### src/rtl/mcg_pkg.sv
`default_nettype none

package mcg_pkg;

    // Request kinds
    localparam logic REQ_WRITE = 1'b0;
    localparam logic REQ_EVAL  = 1'b1;

    // Stop count after reset
    localparam logic [3:0] STOP_COUNT_RST = 4'd2;

    // Q1.16 one, as a 17-bit interpolation weight
    localparam logic [16:0] T_ONE = 17'h1_0000;

    // Channel numbers, red first
    localparam logic [1:0] CH_RED   = 2'd0;
    localparam logic [1:0] CH_ALPHA = 2'd3;

    typedef struct packed {
        logic        req_type;
        logic [2:0]  stop_index;
        logic [15:0] stop_position;
        logic [7:0]  stop_red;
        logic [7:0]  stop_green;
        logic [7:0]  stop_blue;
        logic [7:0]  stop_alpha;
        logic [15:0] sample_position;
    } t_req;

    typedef struct packed {
        logic [7:0] out_red;
        logic [7:0] out_green;
        logic [7:0] out_blue;
        logic [7:0] out_alpha;
    } t_rsp;

    // Stop color, red in the low byte
    typedef struct packed {
        logic [7:0] alpha;
        logic [7:0] blue;
        logic [7:0] green;
        logic [7:0] red;
    } t_color;

    typedef struct packed {
        logic [15:0] pos;
        t_color      col;
    } t_stop;

    typedef struct packed {
        logic        start;
        logic [15:0] num;
        logic [15:0] den;
    } t_div_cmd;

    typedef struct packed {
        logic        done;
        logic [16:0] quo;
    } t_div_sts;

    typedef struct packed {
        logic        valid;
        logic [1:0]  ch;
        logic [7:0]  left;
        logic [7:0]  right;
        logic [16:0] t;
    } t_lerp_cmd;

    typedef struct packed {
        logic       valid;
        logic [1:0] ch;
        logic [7:0] value;
    } t_lerp_sts;

    typedef enum logic [2:0] {
        S_IDLE,
        S_FIRST,
        S_LAST,
        S_SCAN,
        S_DIV,
        S_LERP,
        S_WAIT
    } t_state;

endpackage

`default_nettype wire

### src/rtl/mcg_stop_mem.sv
`default_nettype none

module mcg_stop_mem #(
    parameter  int DEPTH = 8,
    localparam int AW    = $clog2(DEPTH)
) (
    input  wire              i_clk,
    input  wire              i_we,
    input  wire [AW-1:0]     i_waddr,
    input  mcg_pkg::t_stop   i_wdata,
    input  wire [AW-1:0]     i_raddr,
    output mcg_pkg::t_stop   o_rdata
);
    import mcg_pkg::*;

    t_stop r_mem [DEPTH];
    t_stop r_rdata;

    // One write port, one registered read port
    always_ff @(posedge i_clk) begin
        if (i_we) begin
            r_mem[i_waddr] <= i_wdata;
        end
        r_rdata <= r_mem[i_raddr];
    end

    assign o_rdata = r_rdata;

endmodule

`default_nettype wire

### src/rtl/mcg_div.sv
`default_nettype none

module mcg_div (
    input  wire               i_clk,
    input  wire               i_rst_n,
    input  mcg_pkg::t_div_cmd i_cmd,
    output mcg_pkg::t_div_sts o_sts
);
    import mcg_pkg::*;

    logic        r_run;
    logic        r_done;
    logic [15:0] r_rem;
    logic [15:0] r_den;
    logic [16:0] r_quo;
    logic [3:0]  r_cnt;

    logic [16:0] w_shift;
    logic [16:0] w_diff;
    logic        w_ge;
    logic        w_sat;

    // One restoring step per cycle: the remainder stays below the divisor
    assign w_shift = {r_rem, 1'b0};
    assign w_ge    = (w_shift >= {1'b0, r_den});
    assign w_diff  = w_shift - {1'b0, r_den};
    // Quotient of one or more saturates to one
    assign w_sat   = (i_cmd.num >= i_cmd.den);

    always_ff @(posedge i_clk) begin
        if (!i_rst_n) begin
            r_run  <= 1'b0;
            r_done <= 1'b0;
        end else begin
            r_done <= 1'b0;
            if (i_cmd.start) begin
                r_run  <= !w_sat;
                r_done <= w_sat;
            end else if (r_run && (r_cnt == 4'd0)) begin
                r_run  <= 1'b0;
                r_done <= 1'b1;
            end
        end
    end

    always_ff @(posedge i_clk) begin
        if (i_cmd.start) begin
            r_rem <= i_cmd.num;
            r_den <= i_cmd.den;
            r_cnt <= 4'd15;
            r_quo <= w_sat ? T_ONE : '0;
        end else if (r_run) begin
            r_rem <= w_ge ? w_diff[15:0] : w_shift[15:0];
            r_quo <= {r_quo[15:0], w_ge};
            r_cnt <= r_cnt - 4'd1;
        end
    end

    assign o_sts = '{done: r_done, quo: r_quo};

endmodule

`default_nettype wire

### src/rtl/mcg_lerp.sv
`default_nettype none

module mcg_lerp (
    input  wire                i_clk,
    input  wire                i_rst_n,
    input  mcg_pkg::t_lerp_cmd i_cmd,
    output mcg_pkg::t_lerp_sts o_sts
);
    import mcg_pkg::*;

    logic signed [8:0]  w_diff;
    logic signed [26:0] w_prod;
    logic signed [26:0] w_acc;

    logic       r_valid;
    logic [1:0] r_ch;
    logic [7:0] r_value;

    // L * 2^16 + (R - L) * t + 2^15, then keep bits 23:16
    assign w_diff = $signed({1'b0, i_cmd.right}) - $signed({1'b0, i_cmd.left});
    assign w_prod = 27'(w_diff) * 27'($signed({1'b0, i_cmd.t}));
    assign w_acc  = $signed({3'b000, i_cmd.left, 16'h0000}) + w_prod + 27'sd32768;

    always_ff @(posedge i_clk) begin
        if (!i_rst_n) begin
            r_valid <= 1'b0;
        end else begin
            r_valid <= i_cmd.valid;
        end
    end

    always_ff @(posedge i_clk) begin
        r_ch    <= i_cmd.ch;
        r_value <= w_acc[23:16];
    end

    assign o_sts = '{valid: r_valid, ch: r_ch, value: r_value};

endmodule

`default_nettype wire

### src/rtl/multi_stop_color_gradient.sv
`default_nettype none

// Multi-stop linear color gradient.
// A transaction is taken on a rising edge with start high and busy low; i_req
// carries it. A write transaction (req_type = REQ_WRITE) stores one stop and
// gives no result; busy stays low. An evaluate transaction raises busy until
// its color has been driven on o_rsp with o_done high for exactly one cycle.
// The receiver cannot stall, so the result is never held.
// An evaluation reads the first stop and returns its color when the sample is
// at or below it; else it reads the last stop and returns its color when the
// sample is at or above it; else it scans the stops from index 1 for the first
// one at or above the sample, forms the weight in the 16-step serial divider
// and blends the four channels in turn in the one shared multiplier. The stop
// scan goes through the single read port of the stop table. busy falls in the
// cycle o_done is high, so the next transaction may start then.
// i_cfg_we writes the stop count (values below 2 act as 2, above MAX_STOPS as
// MAX_STOPS). Reset sets the stop count to 2 and idles the sequencer; the
// stop table is not cleared and must be written before it is read.
module multi_stop_color_gradient #(
    parameter int MAX_STOPS = 8
) (
    input  wire            i_clk,
    input  wire            i_rst_n,
    input  wire            start,
    output logic           busy,
    input  mcg_pkg::t_req  i_req,
    output logic           o_done,
    output mcg_pkg::t_rsp  o_rsp,
    input  wire            i_cfg_we,
    input  wire [3:0]      i_cfg_wdata
);
    import mcg_pkg::*;

    localparam int IW      = $clog2(MAX_STOPS);
    localparam int CNT_MAX = (MAX_STOPS < 15) ? MAX_STOPS : 15;

    // Control state
    t_state      r_state, n_state;
    logic [3:0]  r_stop_count;
    logic        r_done, n_done;

    // Working registers
    logic [15:0] r_p, n_p;
    logic [IW-1:0] r_idx, n_idx;
    t_stop       r_left, n_left;
    t_color      r_right_col, n_right_col;
    logic [1:0]  r_ch, n_ch;
    logic [16:0] r_t, n_t;
    logic [23:0] r_rgb, n_rgb;
    t_rsp        r_rsp, n_rsp;

    // Datapath links
    logic          w_accept;
    logic          w_we;
    logic [IW-1:0] w_last;
    logic [IW-1:0] w_raddr;
    t_stop         w_wdata;
    t_stop         w_rd;
    t_div_cmd      w_div_cmd;
    t_div_sts      w_div_sts;
    t_lerp_cmd     w_lerp_cmd;
    t_lerp_sts     w_lerp_sts;
    logic [16:0]   w_num;
    logic [16:0]   w_rng;
    logic [31:0]   w_lcol;
    logic [31:0]   w_rcol;

    assign busy     = (r_state != S_IDLE);
    assign w_accept = start && !busy;

    // Drop writes whose index lies beyond the table
    assign w_we = w_accept && (i_req.req_type == REQ_WRITE)
                  && (int'(i_req.stop_index) < MAX_STOPS);

    assign w_wdata = '{
        pos: i_req.stop_position,
        col: '{alpha: i_req.stop_alpha, blue: i_req.stop_blue,
               green: i_req.stop_green, red: i_req.stop_red}
    };

    // Index of the last valid stop
    always_comb begin
        if (r_stop_count < 4'd2) begin
            w_last = IW'(1);
        end else if (int'(r_stop_count) > CNT_MAX) begin
            w_last = IW'(CNT_MAX - 1);
        end else begin
            w_last = IW'(r_stop_count - 4'd1);
        end
    end

    mcg_stop_mem #(
        .DEPTH (MAX_STOPS)
    ) u_mem (
        .i_clk   (i_clk),
        .i_we    (w_we),
        .i_waddr (IW'(i_req.stop_index)),
        .i_wdata (w_wdata),
        .i_raddr (w_raddr),
        .o_rdata (w_rd)
    );

    mcg_div u_div (
        .i_clk   (i_clk),
        .i_rst_n (i_rst_n),
        .i_cmd   (w_div_cmd),
        .o_sts   (w_div_sts)
    );

    mcg_lerp u_lerp (
        .i_clk   (i_clk),
        .i_rst_n (i_rst_n),
        .i_cmd   (w_lerp_cmd),
        .o_sts   (w_lerp_sts)
    );

    // Distances from the left stop, 17 bits so the sign shows
    assign w_num  = {1'b0, r_p} - {1'b0, r_left.pos};
    assign w_rng  = {1'b0, w_rd.pos} - {1'b0, r_left.pos};
    assign w_lcol = r_left.col;
    assign w_rcol = r_right_col;

    always_comb begin
        n_state     = r_state;
        n_done      = 1'b0;
        n_p         = r_p;
        n_idx       = r_idx;
        n_left      = r_left;
        n_right_col = r_right_col;
        n_ch        = r_ch;
        n_t         = r_t;
        n_rgb       = r_rgb;
        n_rsp       = r_rsp;
        w_raddr     = '0;
        w_div_cmd   = '{start: 1'b0, num: 16'h0000, den: 16'h0001};
        w_lerp_cmd  = '{valid: 1'b0, ch: r_ch,
                        left: w_lcol[{r_ch, 3'b000} +: 8],
                        right: w_rcol[{r_ch, 3'b000} +: 8],
                        t: r_t};

        // Collect the blended red, green and blue channels as they come back
        if (w_lerp_sts.valid && (w_lerp_sts.ch != CH_ALPHA)) begin
            n_rgb[{w_lerp_sts.ch, 3'b000} +: 8] = w_lerp_sts.value;
        end

        case (r_state)
            S_IDLE: begin
                // Read stop 0 ahead of time
                w_raddr = '0;
                if (w_accept && (i_req.req_type == REQ_EVAL)) begin
                    n_p     = i_req.sample_position;
                    n_state = S_FIRST;
                end
            end
            S_FIRST: begin
                if (r_p <= w_rd.pos) begin
                    n_rsp   = '{out_red: w_rd.col.red, out_green: w_rd.col.green,
                                out_blue: w_rd.col.blue, out_alpha: w_rd.col.alpha};
                    n_done  = 1'b1;
                    n_state = S_IDLE;
                end else begin
                    n_left  = w_rd;
                    w_raddr = w_last;
                    n_state = S_LAST;
                end
            end
            S_LAST: begin
                if (r_p >= w_rd.pos) begin
                    n_rsp   = '{out_red: w_rd.col.red, out_green: w_rd.col.green,
                                out_blue: w_rd.col.blue, out_alpha: w_rd.col.alpha};
                    n_done  = 1'b1;
                    n_state = S_IDLE;
                end else begin
                    w_raddr = IW'(1);
                    n_idx   = IW'(1);
                    n_state = S_SCAN;
                end
            end
            S_SCAN: begin
                w_raddr = r_idx + IW'(1);
                if (r_p <= w_rd.pos) begin
                    // Found the right stop: start the weight division
                    n_right_col     = w_rd.col;
                    w_div_cmd.start = 1'b1;
                    w_div_cmd.num   = (!w_num[16] && (w_num[15:0] != 16'h0000))
                                      ? w_num[15:0] : 16'h0000;
                    w_div_cmd.den   = (!w_rng[16] && (w_rng[15:0] != 16'h0000))
                                      ? w_rng[15:0] : 16'h0001;
                    n_state         = S_DIV;
                end else if (r_idx == w_last) begin
                    // No stop matched: take the last color
                    n_rsp   = '{out_red: w_rd.col.red, out_green: w_rd.col.green,
                                out_blue: w_rd.col.blue, out_alpha: w_rd.col.alpha};
                    n_done  = 1'b1;
                    n_state = S_IDLE;
                end else begin
                    n_left = w_rd;
                    n_idx  = r_idx + IW'(1);
                end
            end
            S_DIV: begin
                if (w_div_sts.done) begin
                    n_t     = w_div_sts.quo;
                    n_ch    = CH_RED;
                    n_state = S_LERP;
                end
            end
            S_LERP: begin
                // Issue one channel per cycle to the shared blender
                w_lerp_cmd.valid = 1'b1;
                n_ch             = r_ch + 2'd1;
                if (r_ch == CH_ALPHA) begin
                    n_state = S_WAIT;
                end
            end
            S_WAIT: begin
                if (w_lerp_sts.valid) begin
                    n_rsp   = '{out_red: r_rgb[7:0], out_green: r_rgb[15:8],
                                out_blue: r_rgb[23:16], out_alpha: w_lerp_sts.value};
                    n_done  = 1'b1;
                    n_state = S_IDLE;
                end
            end
            default: begin
                n_state = S_IDLE;
            end
        endcase
    end

    always_ff @(posedge i_clk) begin
        if (!i_rst_n) begin
            r_state      <= S_IDLE;
            r_done       <= 1'b0;
            r_stop_count <= STOP_COUNT_RST;
        end else begin
            r_state <= n_state;
            r_done  <= n_done;
            if (i_cfg_we) begin
                r_stop_count <= i_cfg_wdata;
            end
        end
    end

    always_ff @(posedge i_clk) begin
        r_p         <= n_p;
        r_idx       <= n_idx;
        r_left      <= n_left;
        r_right_col <= n_right_col;
        r_ch        <= n_ch;
        r_t         <= n_t;
        r_rgb       <= n_rgb;
        r_rsp       <= n_rsp;
    end

    assign o_done = r_done;
    assign o_rsp  = r_rsp;

endmodule

`default_nettype wire
### config.mk
export PLATFORM = sky130hd
export DESIGN_NAME = multi_stop_color_gradient
export DESIGN_NICKNAME = d
export VERILOG_FILES = /design/src/rtl/mcg_pkg.sv /design/src/rtl/mcg_stop_mem.sv /design/src/rtl/mcg_div.sv /design/src/rtl/mcg_lerp.sv /design/src/rtl/multi_stop_color_gradient.sv
export SDC_FILE = /design/constraint.sdc
export NUM_CORES = 1
export LEC_CHECK = 0
export BUFFER_PORTS_ARGS = -buffer_cell sky130_fd_sc_hd__buf_2
export CAP_MARGIN = 25
export CORE_AREA = 2 2 375 265
export CTS_BUF_LIST = sky130_fd_sc_hd__clkbuf_8
export DETAILED_ROUTE_END_ITERATION = 12
export DIE_AREA = 0 0 377 267
export GPL_ROUTABILITY_DRIVEN = 1
export MAX_ROUTING_LAYER = met4
export SYNTH_ARGS = -nofsm -noshare
export SYNTH_HDL_FRONTEND = slang
export SYNTH_SLANG_ARGS = --single-unit
export TNS_END_PERCENT = 100
### constraint.sdc
create_clock -name i_clk -period 15.9 [get_ports i_clk]
set_clock_uncertainty 0.15 [all_clocks]
set_input_delay 0.795 -clock i_clk [delete_from_list [all_inputs] [get_ports i_clk]]
set_output_delay 0.795 -clock i_clk [all_outputs]
set_load 0.02 [all_outputs]
Word level (Yosys, flattened, before mapping)
Memories as Yosys holds them, arrays and structs flattened. A register that Yosys moved wholly into a read port is not among the register bits.
Index checks and enable logic that the tools add are counted.
W data, S select, Z words.
- output and inout port bits: 34
- bits in writable memories: 384
- input port bits: 76
- register bits: 248
- logic and storage cells: 159
- memories kept: 1
- shift operators: 4
- $mul: 1
- magnitude comparators: 6
- equality and inequality tests: 21
- multiplexer cells: 54
- bitwise operators: 1
- reductions and logical operators: 30
- add/sub/neg operators: 11
- memory list (memory ; words ; bits a word ; rd ports ; clocked after memory_dff ; wr ports ; line ; text):
    u_mem.r_mem ; 8 ; 48 ; 1 ; 1 ; 1 ; mcg_stop_mem.sv:16 ; t_stop r_mem [DEPTH];
- operators with widths (kind ; count):
    $mux W32 ; 5
    $mux W48 ; 3
    $pmux W32 S4 ; 1
    $pmux W48 S2 ; 1
    $mux W16 ; 5
    $mux W33 ; 2
    $shiftx A32 B6 Y8 ; 2
    $mux W17 ; 3
    $mux W3 ; 12
    $sub A16 B16 Y17 ; 2
    $ge A16 B16 Y1 ; 2
    $reduce_bool A16 Y1 ; 2
    $add A24 B17 Y24 const B ; 1
    $add A24 B24 Y24 ; 1
    $bwmux W24 ; 1
    $mul A9 B18 Y24 ; 1
    $shift A8 B7 Y24 const A ; 1
    $shiftx A8 B7 Y24 ; 1
    $pmux W3 S7 ; 1
    $ne A2 B2 Y1 const B ; 10
    $ge A17 B16 Y1 ; 1
    $le A16 B16 Y1 ; 1
    $sub A16 B16 Y16 ; 1
    $mux W1 ; 13
    other kinds (32) ; 55

Depth between registers and ports, before layout
Gate-level depths: netlist (run 1).
- word-level depth: 9
- depth in mapped cells: 28
- depth with buffers taken out: 27

Hierarchy
Synthesis (run 1) repeated with hierarchy kept, for this count alone.
- cells, all modules: 2220
- area total of the unflattened synthesis: 33469.6 um^2
- modules (own cells, without submodules) (module ; cells each ; instances ; seq. area each (um^2) ; area an instance (um^2)):
    mcg_stop_mem ; 616 ; 1 ; 12492.0 ; 15620.0
    multi_stop_color_gradient ; 692 ; 1 ; 5385.2 ; 9168.8
    mcg_lerp ; 551 ; 1 ; 220.2 ; 5111.2
    mcg_div ; 361 ; 1 ; 1591.5 ; 3569.7

Worst setup path after synthesis (run 1)
No wires, ideal clock.
- kind: flip-flop to flip-flop
- start point: register r_ch[0]
- end point: register u_lerp.r_value[7]
- path slack: 7.864 ns
- cell stages (with the launch flop): 27
- buffers on the path: 3
- data required time: 15.629 ns
- data arrival time: 7.766 ns
- period minus slack after synthesis: 8.036 ns
- library setup time: 0.121 ns
- cells stage by stage: edfxtp_1 -> clkbuf_1 -> buf_1 -> mux4_2 -> ha_1 -> o21ai_0 -> a21boi_0 -> o21ai_0 -> a21oi_1 -> xor2_1 -> clkbuf_1 -> nand2_1 -> fa_1 -> fa_1 -> inv_1 -> fa_1 -> fa_1 -> inv_1 -> fa_1 -> inv_1 -> ha_1 -> a2111oi_0 -> a21o_1 -> a31oi_1 -> a31oi_1 -> o21ai_0 -> xnor2_1
- longest elaborated chain between the ends: 5
- elaborated cells between the ends (all ways): 6
- classes of those cells: add/sub (3); mul (1); shift (2)
- ends and longest elaborated chain (what ; line ; text):
    start: declaration ; multi_stop_color_gradient.sv:47 ; logic [1:0] r_ch, n_ch;
    start signal: assignment ; multi_stop_color_gradient.sv:249 ; r_ch <= n_ch;
    $shiftx A32 B6 Y8, on equally long branches ; multi_stop_color_gradient.sv:138, multi_stop_color_gradient.sv:137 ;
    $sub A8 B8 Y9 ; mcg_lerp.sv:20 ; assign w_diff = $signed({1'b0, i_cmd.right}) - $signed({1'b0, i_cmd.left});
    $mul A9 B18 Y24 ; mcg_lerp.sv:21 ; assign w_prod = 27'(w_diff) * 27'($signed({1'b0, i_cmd.t}));
    $add A24 B24 Y24 (*) ; mcg_lerp.sv:22 ; assign w_acc = $signed({3'b000, i_cmd.left, 16'h0000}) + w_prod + 27'sd32768;
    $add A24 B17 Y24 (*) ; mcg_lerp.sv:22 ;
    via u_lerp.w_acc[23] ; mcg_lerp.sv:13 ; logic signed [26:0] w_acc;
    end signal: assignment ; mcg_lerp.sv:34 ; r_value <= w_acc[23:16];
    end: declaration ; mcg_lerp.sv:17 ; logic [7:0] r_value;
Mark *: on every way through the listed nets, which the timed path passes. The rest lies on a longest branch.
A chain may end at the register's enable or synchronous reset.

Final worst setup path (run 1)
- start point: register r_ch[1]
- end point: register u_lerp.r_value[7]
Same word-level chain as after synthesis.

==> results summary, run 1 <==
The run finished with clean final reports. The number of global-route vias before repair came out at approximately 21,000. The fraction of final layout cells sized beyond drive strength 1 came out at around 14%. The final count of negative-setup-slack endpoints is 0. Yosys attributes the largest share of cell area to sky130_fd_sc_hd__edfxtp_1, sky130_fd_sc_hd__fa_1, sky130_fd_sc_hd__ha_1, sky130_fd_sc_hd__a2111oi_0, sky130_fd_sc_hd__dfxtp_1. The all-layer global routing usage came out at around 17%. The clock reaches the later pin of the worst-skew pair after between 0.7 and 0.8 ns. The starting density of the core came out at roughly a third. In the synthesized netlist, the number of instances is between 2,000 and 3,000. For the worst setup path, the data arrival time is roughly 9 ns. The maximum count of clock buffers along a single path is 3. The number of cell instances on the worst register-to-register path came out at 24.

The count of state elements after synthesis came out at a little under 700. In this run, the number of DRC markers left after iteration 0 of detailed routing was between 1,500 and 2,000. The number of unique standard cell types used by synthesis came out at 67.

The detailed-router iteration count before antenna repair came out at 6. The final count of pins violating max slew came out at 0. The post-CTS repair timing setup buffer count came out at 0.

Entering global routing, the biggest net connects slightly below 200 pins. The logic depth of the worst setup path including buffers is 24. Ranked by instance count, the synthesized netlist is headed by sky130_fd_sc_hd__edfxtp_1, sky130_fd_sc_hd__and3_1, sky130_fd_sc_hd__inv_1, sky130_fd_sc_hd__a2111oi_0, sky130_fd_sc_hd__ha_1. The final critical path takes up 52.24% of the cycle. The final core utilization came out at slightly below 40%. The share of synthesized registers carrying an async set or reset came out at 0%. The tree is rooted in a sky130_fd_sc_hd__clkbuf_8. After floorplanning, the core was sized to cover slightly below 100,000 sq um. The net count after synthesis came out at between 2,000 and 3,000. The max-cap violation count is 0. After layout, the minimum clock period comes to just over 8 ns. The area of the mapped netlist came out at around 34,000 sq um. The site row count is between 90 and 100. The data required time of the worst path came out at between 15 and 20 ns. The global placement routability congestion came out at roughly 0.85. The endpoint identified for the worst register-to-register timing path is u_lerp.r_value[7]. Walking the worst path, the cells encountered are mux4_2, ha_1, fa_1, nand2b_1, a21boi_0, o211ai_1, nand3_1, and2_1, or2_2, fa_1, fa_1, inv_1, fa_1, fa_1, inv_1, fa_1, inv_1, ha_1, a2111oi_0, a21o_1, a31oi_1, a31oi_1, o21ai_0, xnor2_1. The via count came out at between 20,000 and 25,000. The largest single stage delay on the critical path is just over 0.8 ns.

The H-tree generated during clock tree synthesis spans 3 levels. The biggest area contributor in the post-synthesis netlist is sky130_fd_sc_hd__edfxtp_1. The CTS sink count came out at between 600 and 700. The setup TNS is 0 ns.

Once detail routing completed, the nets flagged for antenna violations numbered 0. The number of buffers inserted for hold repair after clock tree synthesis came out at 0. The clock tree from TritonCTS is built. The layout overhead on the synthesized area came out at 12.09%.

The number of synthesized flops with an enable pin came out at 607. After filler insertion, the fill cell instance count of the layout stands at around 9,200. In this design, the largest share of critical-path delay is due to adder cells. For this design, the slowest cell found on the critical path is sky130_fd_sc_hd__edfxtp_1. sky130_fd_sc_hd__edfxtp_1 is the most common cell in the netlist.

The clock-pin transition on the worst setup and hold timing paths came out at about 0.060 ns. Headroom to the max-slew limit came out at between 30% and 40%. The reg2reg setup slack came out at about 7.6 ns. Setup repair after global routing left no endpoint under its margin.

The sequential cells in the finished layout cover a total of 19,690 sq um. Following the worst setup path forward leads to its endpoint at u_lerp.r_value[7]. Dividing the detail-routed via count by the number of cells gives ~5.2.

The final layout net count came out at around 3,000. The detailed placement HPWL is between 50 and 60 mm. The mean instance size in the synthesized netlist came out at between 10 and 15 sq um. Tracing the worst setup path back leads to its startpoint at r_ch[1]. STA classifies the critical path startpoint as a register.

The final-report hold violation count came out at 0. In the routed design, unresolved DRC markers number 0. For this run the aggregate overflow at the end of global routing stands at 0. The register area share after synthesis came out at 58.34%.

The type of the setup path with the least slack is reg2reg. The first global-routing pass estimated 128.7 mm of wire. In this run the worst hold path is classified as in2reg. The TritonCTS buffer count came out at 109. The launch point of the worst reg-to-reg path is r_ch[1]. The number of buffer and inverter instances along the worst setup path came out at 3. The count of boundary I/O pins came out at 110.

The proportion of netlist area held by the largest area contributor came out at between 50% and 60%. The width of the chip is 377 um. The pin slew with the least headroom to its limit is between 0.9 and 1 ns. The most used flip-flop cell after synthesis is sky130_fd_sc_hd__edfxtp_1.

The number of port buffers came out at around 110. The initial antenna violation count came out at 15. The largest driver fanout on the critical path is 18.

Dividing the detail-routed wire length by the instance count gives about 21 um. The area enclosed by the die boundary came out at between 100,000 and 150,000 sq um. The multi-input combinational cell area came out at approximately 13,000 sq um. The post-CTS resize count is 0.

The count of synthesis-stage warnings from yosys is 0. The worst setup path is captured at a register. Among the stages of the critical path, the cell type that occurs most often is sky130_fd_sc_hd__fa_1. The maximum achievable frequency is roughly 120 MHz. The total routed wirelength is between 80 and 90 mm. From bottom edge to top edge, the die measures 267 um.
==> kinds of logic (layout without fill, tap and decap cells) <==
| group | Yosys count | count (layout) | share of synthesized area [%] |
|---|---|---|---|
| simple gates | 709 | 709 | 11.85 |
| flops | 680 | 680 | 58.34 |
| compound gates | 407 | 407 | 9.242 |
| buf+inv | 338 | 553 | 4.289 |
| fa+ha+maj | 259 | 259 | 12.18 |
| mux | 65 | 65 | 2.643 |
| xor+xnor | 56 | 56 | 1.453 |
| other cells | 0 | 13 | 0 |
==> metrics by stage <==
stage               hold slack (ns)  instances  instance area [sq um]  setup WS [ns]
finish                      0.09604       4016                  37830          7.593
global route                0.03336       4014                  37830          7.006
CTS                         0.02587       4000                  37740          6.902
detailed placement           0.2662       3793                  35590          6.909
global placement             0.2527       3793                  35590          6.969
floorplan                    0.2221       2514                  33750          7.864
==> how the worst min path moves through the flow <==
| stage | cells past startpoint | from | end |
|---|---|---|---|
| 2_1_floorplan | 0 | r_ch[1] | u_lerp.r_ch[1] |
| 3_3_place_gp | 0 | u_div.r_quo[16] | r_t[16] |
| 3_5_place_dp | 0 | u_div.r_quo[16] | r_t[16] |
| 4_1_cts | 1 | i_req[0] | r_p[0] |
| 5_1_grt | 1 | i_req[0] | r_p[0] |
| 6_report | 1 | i_req[0] | r_p[0] |
==> worst reg2reg max path: stages, from the launching register on <==
cell and delay [ns]:
sky130_fd_sc_hd__edfxtp_1 0.82, sky130_fd_sc_hd__mux4_2 0.46, sky130_fd_sc_hd__ha_1 0.24, sky130_fd_sc_hd__fa_1 0.48, sky130_fd_sc_hd__nand2b_1 0.17, sky130_fd_sc_hd__a21boi_0 0.24, sky130_fd_sc_hd__o211ai_1 0.15, sky130_fd_sc_hd__nand3_1 0.10
sky130_fd_sc_hd__and2_1 0.56, sky130_fd_sc_hd__or2_2 0.25, sky130_fd_sc_hd__fa_1 0.41, sky130_fd_sc_hd__fa_1 0.54, sky130_fd_sc_hd__inv_1 0.05, sky130_fd_sc_hd__fa_1 0.50, sky130_fd_sc_hd__fa_1 0.54, sky130_fd_sc_hd__inv_1 0.05
sky130_fd_sc_hd__fa_1 0.52, sky130_fd_sc_hd__inv_1 0.04, sky130_fd_sc_hd__ha_1 0.30, sky130_fd_sc_hd__a2111oi_0 0.50, sky130_fd_sc_hd__a21o_1 0.26, sky130_fd_sc_hd__a31oi_1 0.18, sky130_fd_sc_hd__a31oi_1 0.37, sky130_fd_sc_hd__o21ai_0 0.17
sky130_fd_sc_hd__xnor2_1 0.14
==> sequential cells by signal, summed over array words and instances, names as in the netlist, 17 cells and up <==
signal and count:
o_rsp 32, r_left 48, r_rgb 24, r_right_col 32, r_t 17, u_div.r_quo 17
u_mem.o_rdata 48, u_mem.r_mem 384
==> metal layers <==
metal | routed length [um] | up-vias | part of all wire, % | GRT usage [%]
met3 | 5367 | 103 | 6.5 | 3.699
met2 | 36350 | 569 | 44 | 25.11
met5 | 0 | - | 0 | -
met4 | 1241 | 0 | 1.5 | 3.524
met1 | 39490 | 10380 | 48 | 24.06
li1 | - | 9762 | - | -
==> cell usage in the layout, fill, tap and decap left out, types with 11 or more instances in the layout <==
master / count
sky130_fd_sc_hd__mux2i_1: 16
sky130_fd_sc_hd__o211ai_1: 11
sky130_fd_sc_hd__clkbuf_8: 124
sky130_fd_sc_hd__o21a_1: 11
sky130_fd_sc_hd__nand2_1: 90
sky130_fd_sc_hd__and2_1: 127
sky130_fd_sc_hd__and3_1: 208
sky130_fd_sc_hd__a21oi_1: 48
sky130_fd_sc_hd__a21o_1: 24
sky130_fd_sc_hd__nor3_1: 26
sky130_fd_sc_hd__buf_4: 32
sky130_fd_sc_hd__nor4_1: 53
sky130_fd_sc_hd__xor2_1: 15
sky130_fd_sc_hd__inv_1: 249
sky130_fd_sc_hd__a2111oi_0: 198
sky130_fd_sc_hd__nor2b_1: 15
sky130_fd_sc_hd__buf_2: 109
sky130_fd_sc_hd__diode_2: 13
sky130_fd_sc_hd__ha_1: 143
sky130_fd_sc_hd__o22ai_1: 16
sky130_fd_sc_hd__or2_2: 18
sky130_fd_sc_hd__fa_1: 116
sky130_fd_sc_hd__mux2_2: 33
sky130_fd_sc_hd__dfxtp_1: 73
sky130_fd_sc_hd__nor2_1: 79
sky130_fd_sc_hd__clkinv_1: 13
sky130_fd_sc_hd__o21ai_0: 38
sky130_fd_sc_hd__nand2b_1: 45
sky130_fd_sc_hd__xnor2_1: 40
sky130_fd_sc_hd__mux4_2: 16
sky130_fd_sc_hd__edfxtp_1: 607
==> cell type report <==
type | instances | share of cell area, %
multi-input cells | 1496 | 33.70
repair buffers | 144 | 2.256
well taps | 1274 | 4.214
inverters | 202 | 2.004
diodes | 13 | 0.08599
clock inverters | 83 | 1.181
clock buffers | 124 | 4.511
flip-flops and latches | 680 | 52.04
Power of run 1 is not shown: default switching activity piles up to over one toggle a cycle in this logic, so the estimate is an artifact.
==> run 2: changes to the inputs <==
- ABC_AREA: default -> 1
- CORE_AREA: 2 2 375 265 -> 2 2 377 267
- DIE_AREA: 0 0 377 267 -> 0 0 379 269
- clock period: 15.9 -> 8 ns (I/O delays scaled with it)
==> run 2 against run 1 <==
  * Sequential cell count stayed put
  * Synthesized cell count is 28% higher
  * Die area rose by 1.3%
  * Utilization is 0.79 points higher
  * Critical path type unchanged
  * Highest routed layer unchanged
==> results summary, run 2 <==
Status: complete, no violations (unchanged). The most repeated cell in the gate-level netlist after synthesis is sky130_fd_sc_hd__nand2_1 (was sky130_fd_sc_hd__edfxtp_1). The first-pass GRT wire length is 135.4 mm (was 128.7 mm). The detailed placement HPWL came to 55.64 mm (was 51.65 mm). The total congestion overflow after global routing is 0 (unchanged). The CTS root buffer is sky130_fd_sc_hd__clkbuf_8 (unchanged). The leading area contributor after synthesis is sky130_fd_sc_hd__edfxtp_1 (unchanged). The proportion of netlist area held by the largest area contributor is 53.21% (was 54.01%). The number of design rule violations left after detail routing is 0 (unchanged).

The setup TNS came out at 0 ns (unchanged). The final-report hold violation count came out at 0 (unchanged). The launch point of the worst reg-to-reg path is r_ch[1] (unchanged).

The critical path's slowest cell is sky130_fd_sc_hd__fa_1 (was sky130_fd_sc_hd__edfxtp_1). The depth of the CTS H-tree came to 3 (unchanged). The max-cap violation count is 0 (unchanged).

The CTS sink count is 680 (unchanged). The critical hold path startpoint is i_req[66] (was i_req[0]). The cell count after synthesis came out at 3,228 (was 2,514). Largest cells by area after synthesis: sky130_fd_sc_hd__edfxtp_1, sky130_fd_sc_hd__nand3_1, sky130_fd_sc_hd__nand2_1, sky130_fd_sc_hd__fa_1, sky130_fd_sc_hd__ha_1 (was sky130_fd_sc_hd__edfxtp_1, sky130_fd_sc_hd__fa_1, sky130_fd_sc_hd__ha_1, sky130_fd_sc_hd__a2111oi_0, sky130_fd_sc_hd__dfxtp_1). The remaining max-slew budget at the tightest pin came to 33.96% (was 34.83%). The final layout net count came out at 3,759 (was 2,968).

The die outline height came to 269 um (was 267 um). The total area of sequential cells came to 19,690 sq um (unchanged). The final core utilization came to 39.67% (was 38.88%). The count of state elements after synthesis came out at 680 (unchanged). The detailed-router iteration count before antenna repair came out at 5 (was 6). The clock-pin transition on the worst setup and hold timing paths came to 0.06 ns (about the same). The number of port buffers came to 109 (unchanged).

The worst stage delay on the critical path is 0.57 ns (was 0.82 ns). The leading cell type in the layout, fill and taps excluded is sky130_fd_sc_hd__nand2_1 (was sky130_fd_sc_hd__edfxtp_1). The maximum achievable frequency is 134.1 MHz (was 120.4 MHz).

The global placement routability congestion came out at 0.9370 (was 0.8491). The mean instance size in the synthesized netlist came out at 10.61 sq um (was 13.42 sq um). The share of the cycle needed by the critical path after routing came out at 93.20% (was 52.24%). The number of flip-flops under the largest register name is 384 (unchanged). The number of global-route vias before repair came out at 23,410 (was 21,140). The number of synthesized flops with an enable pin was 607 (unchanged). The share of synthesized registers carrying an async set or reset is 0% (unchanged). The number of fill cells in the layout came to 9,633 (was 9,183). The initial antenna violation count is 12 (was 15). The final count of negative-setup-slack endpoints is 0 (unchanged). The maximum count of clock buffers along a single path came out at 3 (unchanged). The startpoint type of the worst setup path is a register (unchanged). The family of cells with the greatest summed delay on the critical path is adder cells (unchanged). The largest driver fanout on the critical path came to 15 (was 18). The starting density of the core came out at 34.67% (was 34.69%). The pin slew with the least headroom to its limit is 0.9906 ns (was 0.9686 ns). The area of the mapped netlist was 34,250 sq um (was 33,750 sq um). The start point of the critical path is r_ch[1] (unchanged).

The layout overhead on the synthesized area came out at 14.42% (was 12.09%). The count of synthesis-stage warnings from yosys came to 0 (unchanged). The clock latency of the later-clocked register in the worst-skew pair was 0.75 ns (was 0.73 ns). The first-iteration detailed-routing DRC count is 2,079 (was 1,754). The detailed-route vias per instance is 4.886 (was 5.182). The time the worst path needs with I/O delays and setup came to 7.456 ns (was 8.307 ns). The path type of the worst min-delay path is in2reg (unchanged). The total routed wirelength came out at 87.28 mm (was 82.45 mm).

The final count of pins violating max slew was 0 (unchanged). The multi-input combinational cell area is 12,720 sq um (was 12,750 sq um). The most used flip-flop cell after synthesis is sky130_fd_sc_hd__edfxtp_1 (unchanged). The site row count is 97 (was 96).

The area of the core is 98,790 sq um (was 97,290 sq um). The width of the chip is 379 um (was 377 um). The number of buffer and inverter instances along the worst setup path was 6 (was 3).

The TritonCTS buffer count came out at 110 (was 109). The maximum number of pins on one net before global-route repair is 194 (unchanged). The fraction of final layout cells sized beyond drive strength 1 was 10.06% (was 13.92%). The average detailed-routed wire length per instance came out at 17.94 um (was 20.53 um). The clock tree from TritonCTS was built (unchanged). The number of nets with antenna violations after routing is 0 (unchanged). The type of the setup path with the least slack was reg2reg (unchanged). The via count was 23,770 (was 20,810).

List of most frequent post-synthesis cells: sky130_fd_sc_hd__nand2_1, sky130_fd_sc_hd__edfxtp_1, sky130_fd_sc_hd__nand3_1, sky130_fd_sc_hd__inv_1, sky130_fd_sc_hd__nor2_1 (was sky130_fd_sc_hd__edfxtp_1, sky130_fd_sc_hd__and3_1, sky130_fd_sc_hd__inv_1, sky130_fd_sc_hd__a2111oi_0, sky130_fd_sc_hd__ha_1). The register name with the most flops was u_mem.r_mem (unchanged). The area enclosed by the die boundary is 102,000 sq um (was 100,700 sq um).

The count of boundary I/O pins came to 110 (unchanged). The number of unique standard cell types used by synthesis came out at 50 (was 67). The net count after synthesis is 3,563 (was 2,849). The all-layer global routing usage is 17.67% (was 17.01%). The register area share after synthesis came to 57.48% (was 58.34%). The nature of the critical path endpoint is a register (unchanged). Most frequent cells in the layout: sky130_fd_sc_hd__nand2_1, sky130_fd_sc_hd__edfxtp_1, sky130_fd_sc_hd__nand3_1 (was sky130_fd_sc_hd__edfxtp_1, sky130_fd_sc_hd__inv_1, sky130_fd_sc_hd__and3_1). RSZ-0062 raised after global routing: false (unchanged). The arrival time at the worst endpoint is 7.96 ns (was 8.75 ns).

The data required time of the worst path came out at 8.51 ns (was 16.34 ns).
## run 2: cell count changes in the layout (fill, tap and decap cells not counted), sizes merged, moves of 33 or more
cell         delta
nand3         +564
nand2         +563
and3          -208
a2111oi       -198
nor2          +138
inv           +133
and2          -125
dlygate4sd3    +71
nor4           -51
a21oi          +50
nand2b         -45
mux2           -33
## run 2: metal layers
metal  wire, um  up-vias  track usage [%]
li1           -    11440                -
met1      42450    11520            25.77
met2      37830      705            25.60
met3       5643      106            3.068
met4       1347        0            3.979
met5          0        -                -
## run 2: final cells by class
class / instances / area share (%)
inverter: 343 / 3.307
sequential: 680 / 50.24
clock inverter: 87 / 1.465
tap: 1336 / 4.265
antenna: 9 / 0.05746
clock buffer: 121 / 4.249
timing repair buffer: 216 / 3.959
multi-input combinational: 2073 / 32.46
## run 2: timing repair
item	in CTS	in global routing
hold buffers	71	0
endpoints found under the setup margin	0	3
hold endpoints to repair	410	0
gates resized for setup	0	4
setup buffers	0	0
## run 2: worst min-delay path: cells and delay by family
family | cells | cell delay [ns]
buf+inv | 1 | 0.14
simple gates | 2 | 0.33
## run 2: worst paths after layout
check                           cells after the start  slack (ns)                 end
worst max-delay path                               27        0.54   u_lerp.r_value[7]
worst min-delay path                                3        0.18  u_mem.r_mem[3][26]
worst max register to register                     27        0.54   u_lerp.r_value[7]
worst min register to register                      0        0.26             r_t[16]
## run 2: cells by family after synthesis
| logic type | synth area share, % |
|---|---|
| adder cells (fa/ha/maj) | 12.00 |
| flip-flops | 57.48 |
| AND/OR/NAND/NOR | 19.97 |
| XOR/XNOR | 1.304 |
| buffers and inverters | 5.698 |
| AO/OA/AOI/OAI | 3.547 |
## run 2: stage by stage
stage / hold slack (ns) / cells / instance area, sq um / setup WS (ns)
CTS: 0.1215 / 4856 / 39160 / 0.4052
finish: 0.1826 / 4865 / 39190 / 0.5438
floorplan: 0.2246 / 3228 / 34250 / 1.049
global route: 0.1652 / 4865 / 39190 / 0.01630
global placement: 0.2525 / 4576 / 36190 / 0.7167
detailed placement: 0.2561 / 4577 / 36210 / 0.4657
Power of run 2 is left out for the same reason.
==> run 3: changes to the inputs <==
- clock period: 8 -> 7.7 ns (I/O delays scaled with it)
==> run 3 against run 2 <==
  * Die area unchanged
  * Sequential cell count did not move
  * Hold slack better by 0.012 ns
  * Via count is 0.29% lower
  * Critical path depth is 1 lower
  * Register-to-register slack got worse by 0.07 ns
  * Count of clock-buffer cells in the layout grew 1
  * Utilization increased by 0.072 points
  * Critical path type unchanged
==> results summary, run 3 (synthesis results as in run 2) <==
The nature of the critical path endpoint is a register (unchanged). The final count of pins violating max slew came out at 0 (unchanged). The register name with the most flops was u_mem.r_mem (unchanged). The area of the core came out at 98,790 sq um (unchanged). The average detailed-routed wire length per instance is 17.58 um (was 17.94 um). The capturing point of the worst reg2reg path is u_lerp.r_value[7] (unchanged). The global placement routability congestion is 0.9342 (was 0.9370). The met3 capacity usage during global routing is 3.196% (was 3.068%). The count of boundary I/O pins came out at 110 (unchanged). The largest driver fanout on the critical path is 19 (was 15). The TritonCTS buffer count is 109 (was 110).

The path type of the worst min-delay path is in2reg (unchanged). The clock latency of the later-clocked register in the worst-skew pair is 0.76 ns (was 0.75 ns). The pin slew with the least headroom to its limit is 0.9311 ns (was 0.9906 ns).

The all-layer global routing usage came out at 17.41% (was 17.67%). The initial antenna violation count came out at 14 (was 12). The clock-pin transition on the worst setup and hold timing paths came out at 0.06 ns (about the same). The detailed-router iteration count before antenna repair came out at 5 (unchanged).

The arrival time at the worst endpoint is 7.72 ns (was 7.96 ns). The capture point of the critical path is u_lerp.r_value[7] (unchanged). The number of fill cells in the layout is 9,596 (was 9,633). The reg2reg setup slack is 0.48 ns (was 0.54 ns).

The CTS sink count came out at 680 (unchanged). The area enclosed by the die boundary is 102,000 sq um (unchanged). The number of flip-flops under the largest register name came out at 384 (unchanged). The clock tree from TritonCTS is built (unchanged).

The detailed placement HPWL came to 55.34 mm (was 55.64 mm). The final-report hold violation count is 0 (unchanged). The time the worst path needs with I/O delays and setup was 7.224 ns (was 7.456 ns).

The share of the cycle needed by the critical path after routing is 93.82% (was 93.20%). The startpoint type of the worst setup path was a register (unchanged). The number of global-route vias before repair is 23,130 (was 23,410). The number of design rule violations left after detail routing came out at 0 (unchanged). The detailed-route vias per instance came out at 4.863 (was 4.886). The final layout net count is 3,768 (was 3,759). The die outline height was 269 um (unchanged). The number of nets with antenna violations after routing was 0 (unchanged). The worst stage delay on the critical path came out at 0.56 ns (was 0.57 ns). RSZ-0062 raised after global routing: false (unchanged).

The type of the setup path with the least slack is reg2reg (unchanged). Status: complete, no violations (unchanged). The maximum achievable frequency came to 138.4 MHz (was 134.1 MHz). The first-iteration detailed-routing DRC count came out at 1,989 (was 2,079).

The start point of the critical path is r_ch[0] (was r_ch[1]). By instance count, the cell type seen most on the critical path is sky130_fd_sc_hd__fa_1. The max-cap violation count came to 0 (unchanged).

The starting density of the core was 34.67% (unchanged). The total congestion overflow after global routing is 0 (unchanged). The site row count came out at 97 (unchanged). The launch point of the worst reg-to-reg path is r_ch[0] (was r_ch[1]).

The via count came out at 23,700 (was 23,770). The met1 routing resource usage after global routing is 25.37% (was 25.77%). The maximum number of pins on one net before global-route repair came to 194 (unchanged). The layout overhead on the synthesized area is 14.63% (was 14.42%). The CTS root buffer is sky130_fd_sc_hd__clkbuf_8 (unchanged).

The number of port buffers came to 109 (unchanged). The peak-usage layer in the global routing report is met1 (unchanged). The setup TNS is 0 ns (unchanged). The post-CTS repair timing setup buffer count came to 0 (unchanged).

The maximum count of clock buffers along a single path is 3 (unchanged). The first-pass GRT wire length came to 134.4 mm (was 135.4 mm). The width of the chip is 379 um (unchanged). The critical path's slowest cell is sky130_fd_sc_hd__fa_1 (unchanged). The global-route met2 utilization came out at 25.21% (was 25.60%).

The final count of negative-setup-slack endpoints came to 0 (unchanged). The total routed wirelength is 85.68 mm (was 87.28 mm). The data required time of the worst path is 8.19 ns (was 8.51 ns). The leading cell type in the layout, fill and taps excluded was sky130_fd_sc_hd__nand2_1 (unchanged). The number of cell instances on the worst register-to-register path came out at 26 (was 27).

The fraction of final layout cells sized beyond drive strength 1 came out at 10.07% (was 10.06%). The remaining max-slew budget at the tightest pin came out at 37.93% (was 33.96%). The depth of the CTS H-tree is 3 (unchanged).

Most frequent cells in the layout: sky130_fd_sc_hd__nand2_1, sky130_fd_sc_hd__edfxtp_1, sky130_fd_sc_hd__nand3_1 (unchanged).
[run 3: changes by cell type in the layout (fill, tap and decap cells not counted), moves of 3 or more]
cell / delta
sky130_fd_sc_hd__inv_1: +4
sky130_fd_sc_hd__clkinv_2: -6
sky130_fd_sc_hd__buf_16: +3
sky130_fd_sc_hd__clkinv_1: +3
sky130_fd_sc_hd__buf_4: +8
[run 3: final cells by class]
cell class              count  area [sq um]  area share (%)
diodes                     11         27.53         0.07011
clock buffers             122          1679           4.276
clock inverters            83         496.7           1.265
inverters                 343          1296           3.301
multi-input cells        2073         12730           32.42
flip-flops and latches    680         19690           50.15
well taps                1336          1672           4.257
repair buffers            226          1674           4.264
[run 3: worst max-delay path: cells and delay by family, from the launching register on]
| kind | cells | cell delay, ns |
|---|---|---|
| buf+inv | 4 | 0.40 |
| xor+xnor | 1 | 0.29 |
| fa+ha+maj | 8 | 3.70 |
| compound gates | 5 | 1.22 |
| simple gates | 8 | 0.94 |
| flops | 1 | 0.43 |
[run 3: through the flow]
step                utilization, %  setup slack (ns)  cell area, sq um  hold WS (ns)  cells
finish                       39.74            0.4757             39260        0.1946   4874
global route                 39.74           0.01353             39260        0.1745   4874
CTS                          39.64            0.2582             39170        0.1295   4861
detailed placement           36.72            0.2978             36280        0.2769   4585
global placement             36.69            0.5262             36250        0.2759   4584
floorplan                        -            0.7493             34250        0.2246   3228
[run 3: how the worst min path moves through the flow]
stage / start / to / slack (ns) / cells after the start
after floorplan: r_ch[0] / u_lerp.r_ch[0] / 0.22 / 0
after global placement: u_div.r_quo[16] / r_t[16] / 0.28 / 0
after detailed placement: u_div.r_quo[16] / r_t[16] / 0.28 / 0
after CTS: start / r_p[13] / 0.13 / 4
after global routing: start / r_p[15] / 0.17 / 4
final: start / r_p[15] / 0.19 / 4
[run 3: routing by layer]
metal / vias up / wire length [um]
li1: 11470 / -
met1: 11390 / 41030
met2: 731 / 37390
met3: 109 / 5973
met4: 0 / 1294
met5: - / 0
[run 3: what timing repair did]
action | in CTS | in global routing
gates resized for setup | 0 | 4
endpoints found under the setup margin | 0 | 4
hold buffers | 71 | 0
endpoints found under the hold margin | 410 | 0
Power of run 3 is left out for the same reason.
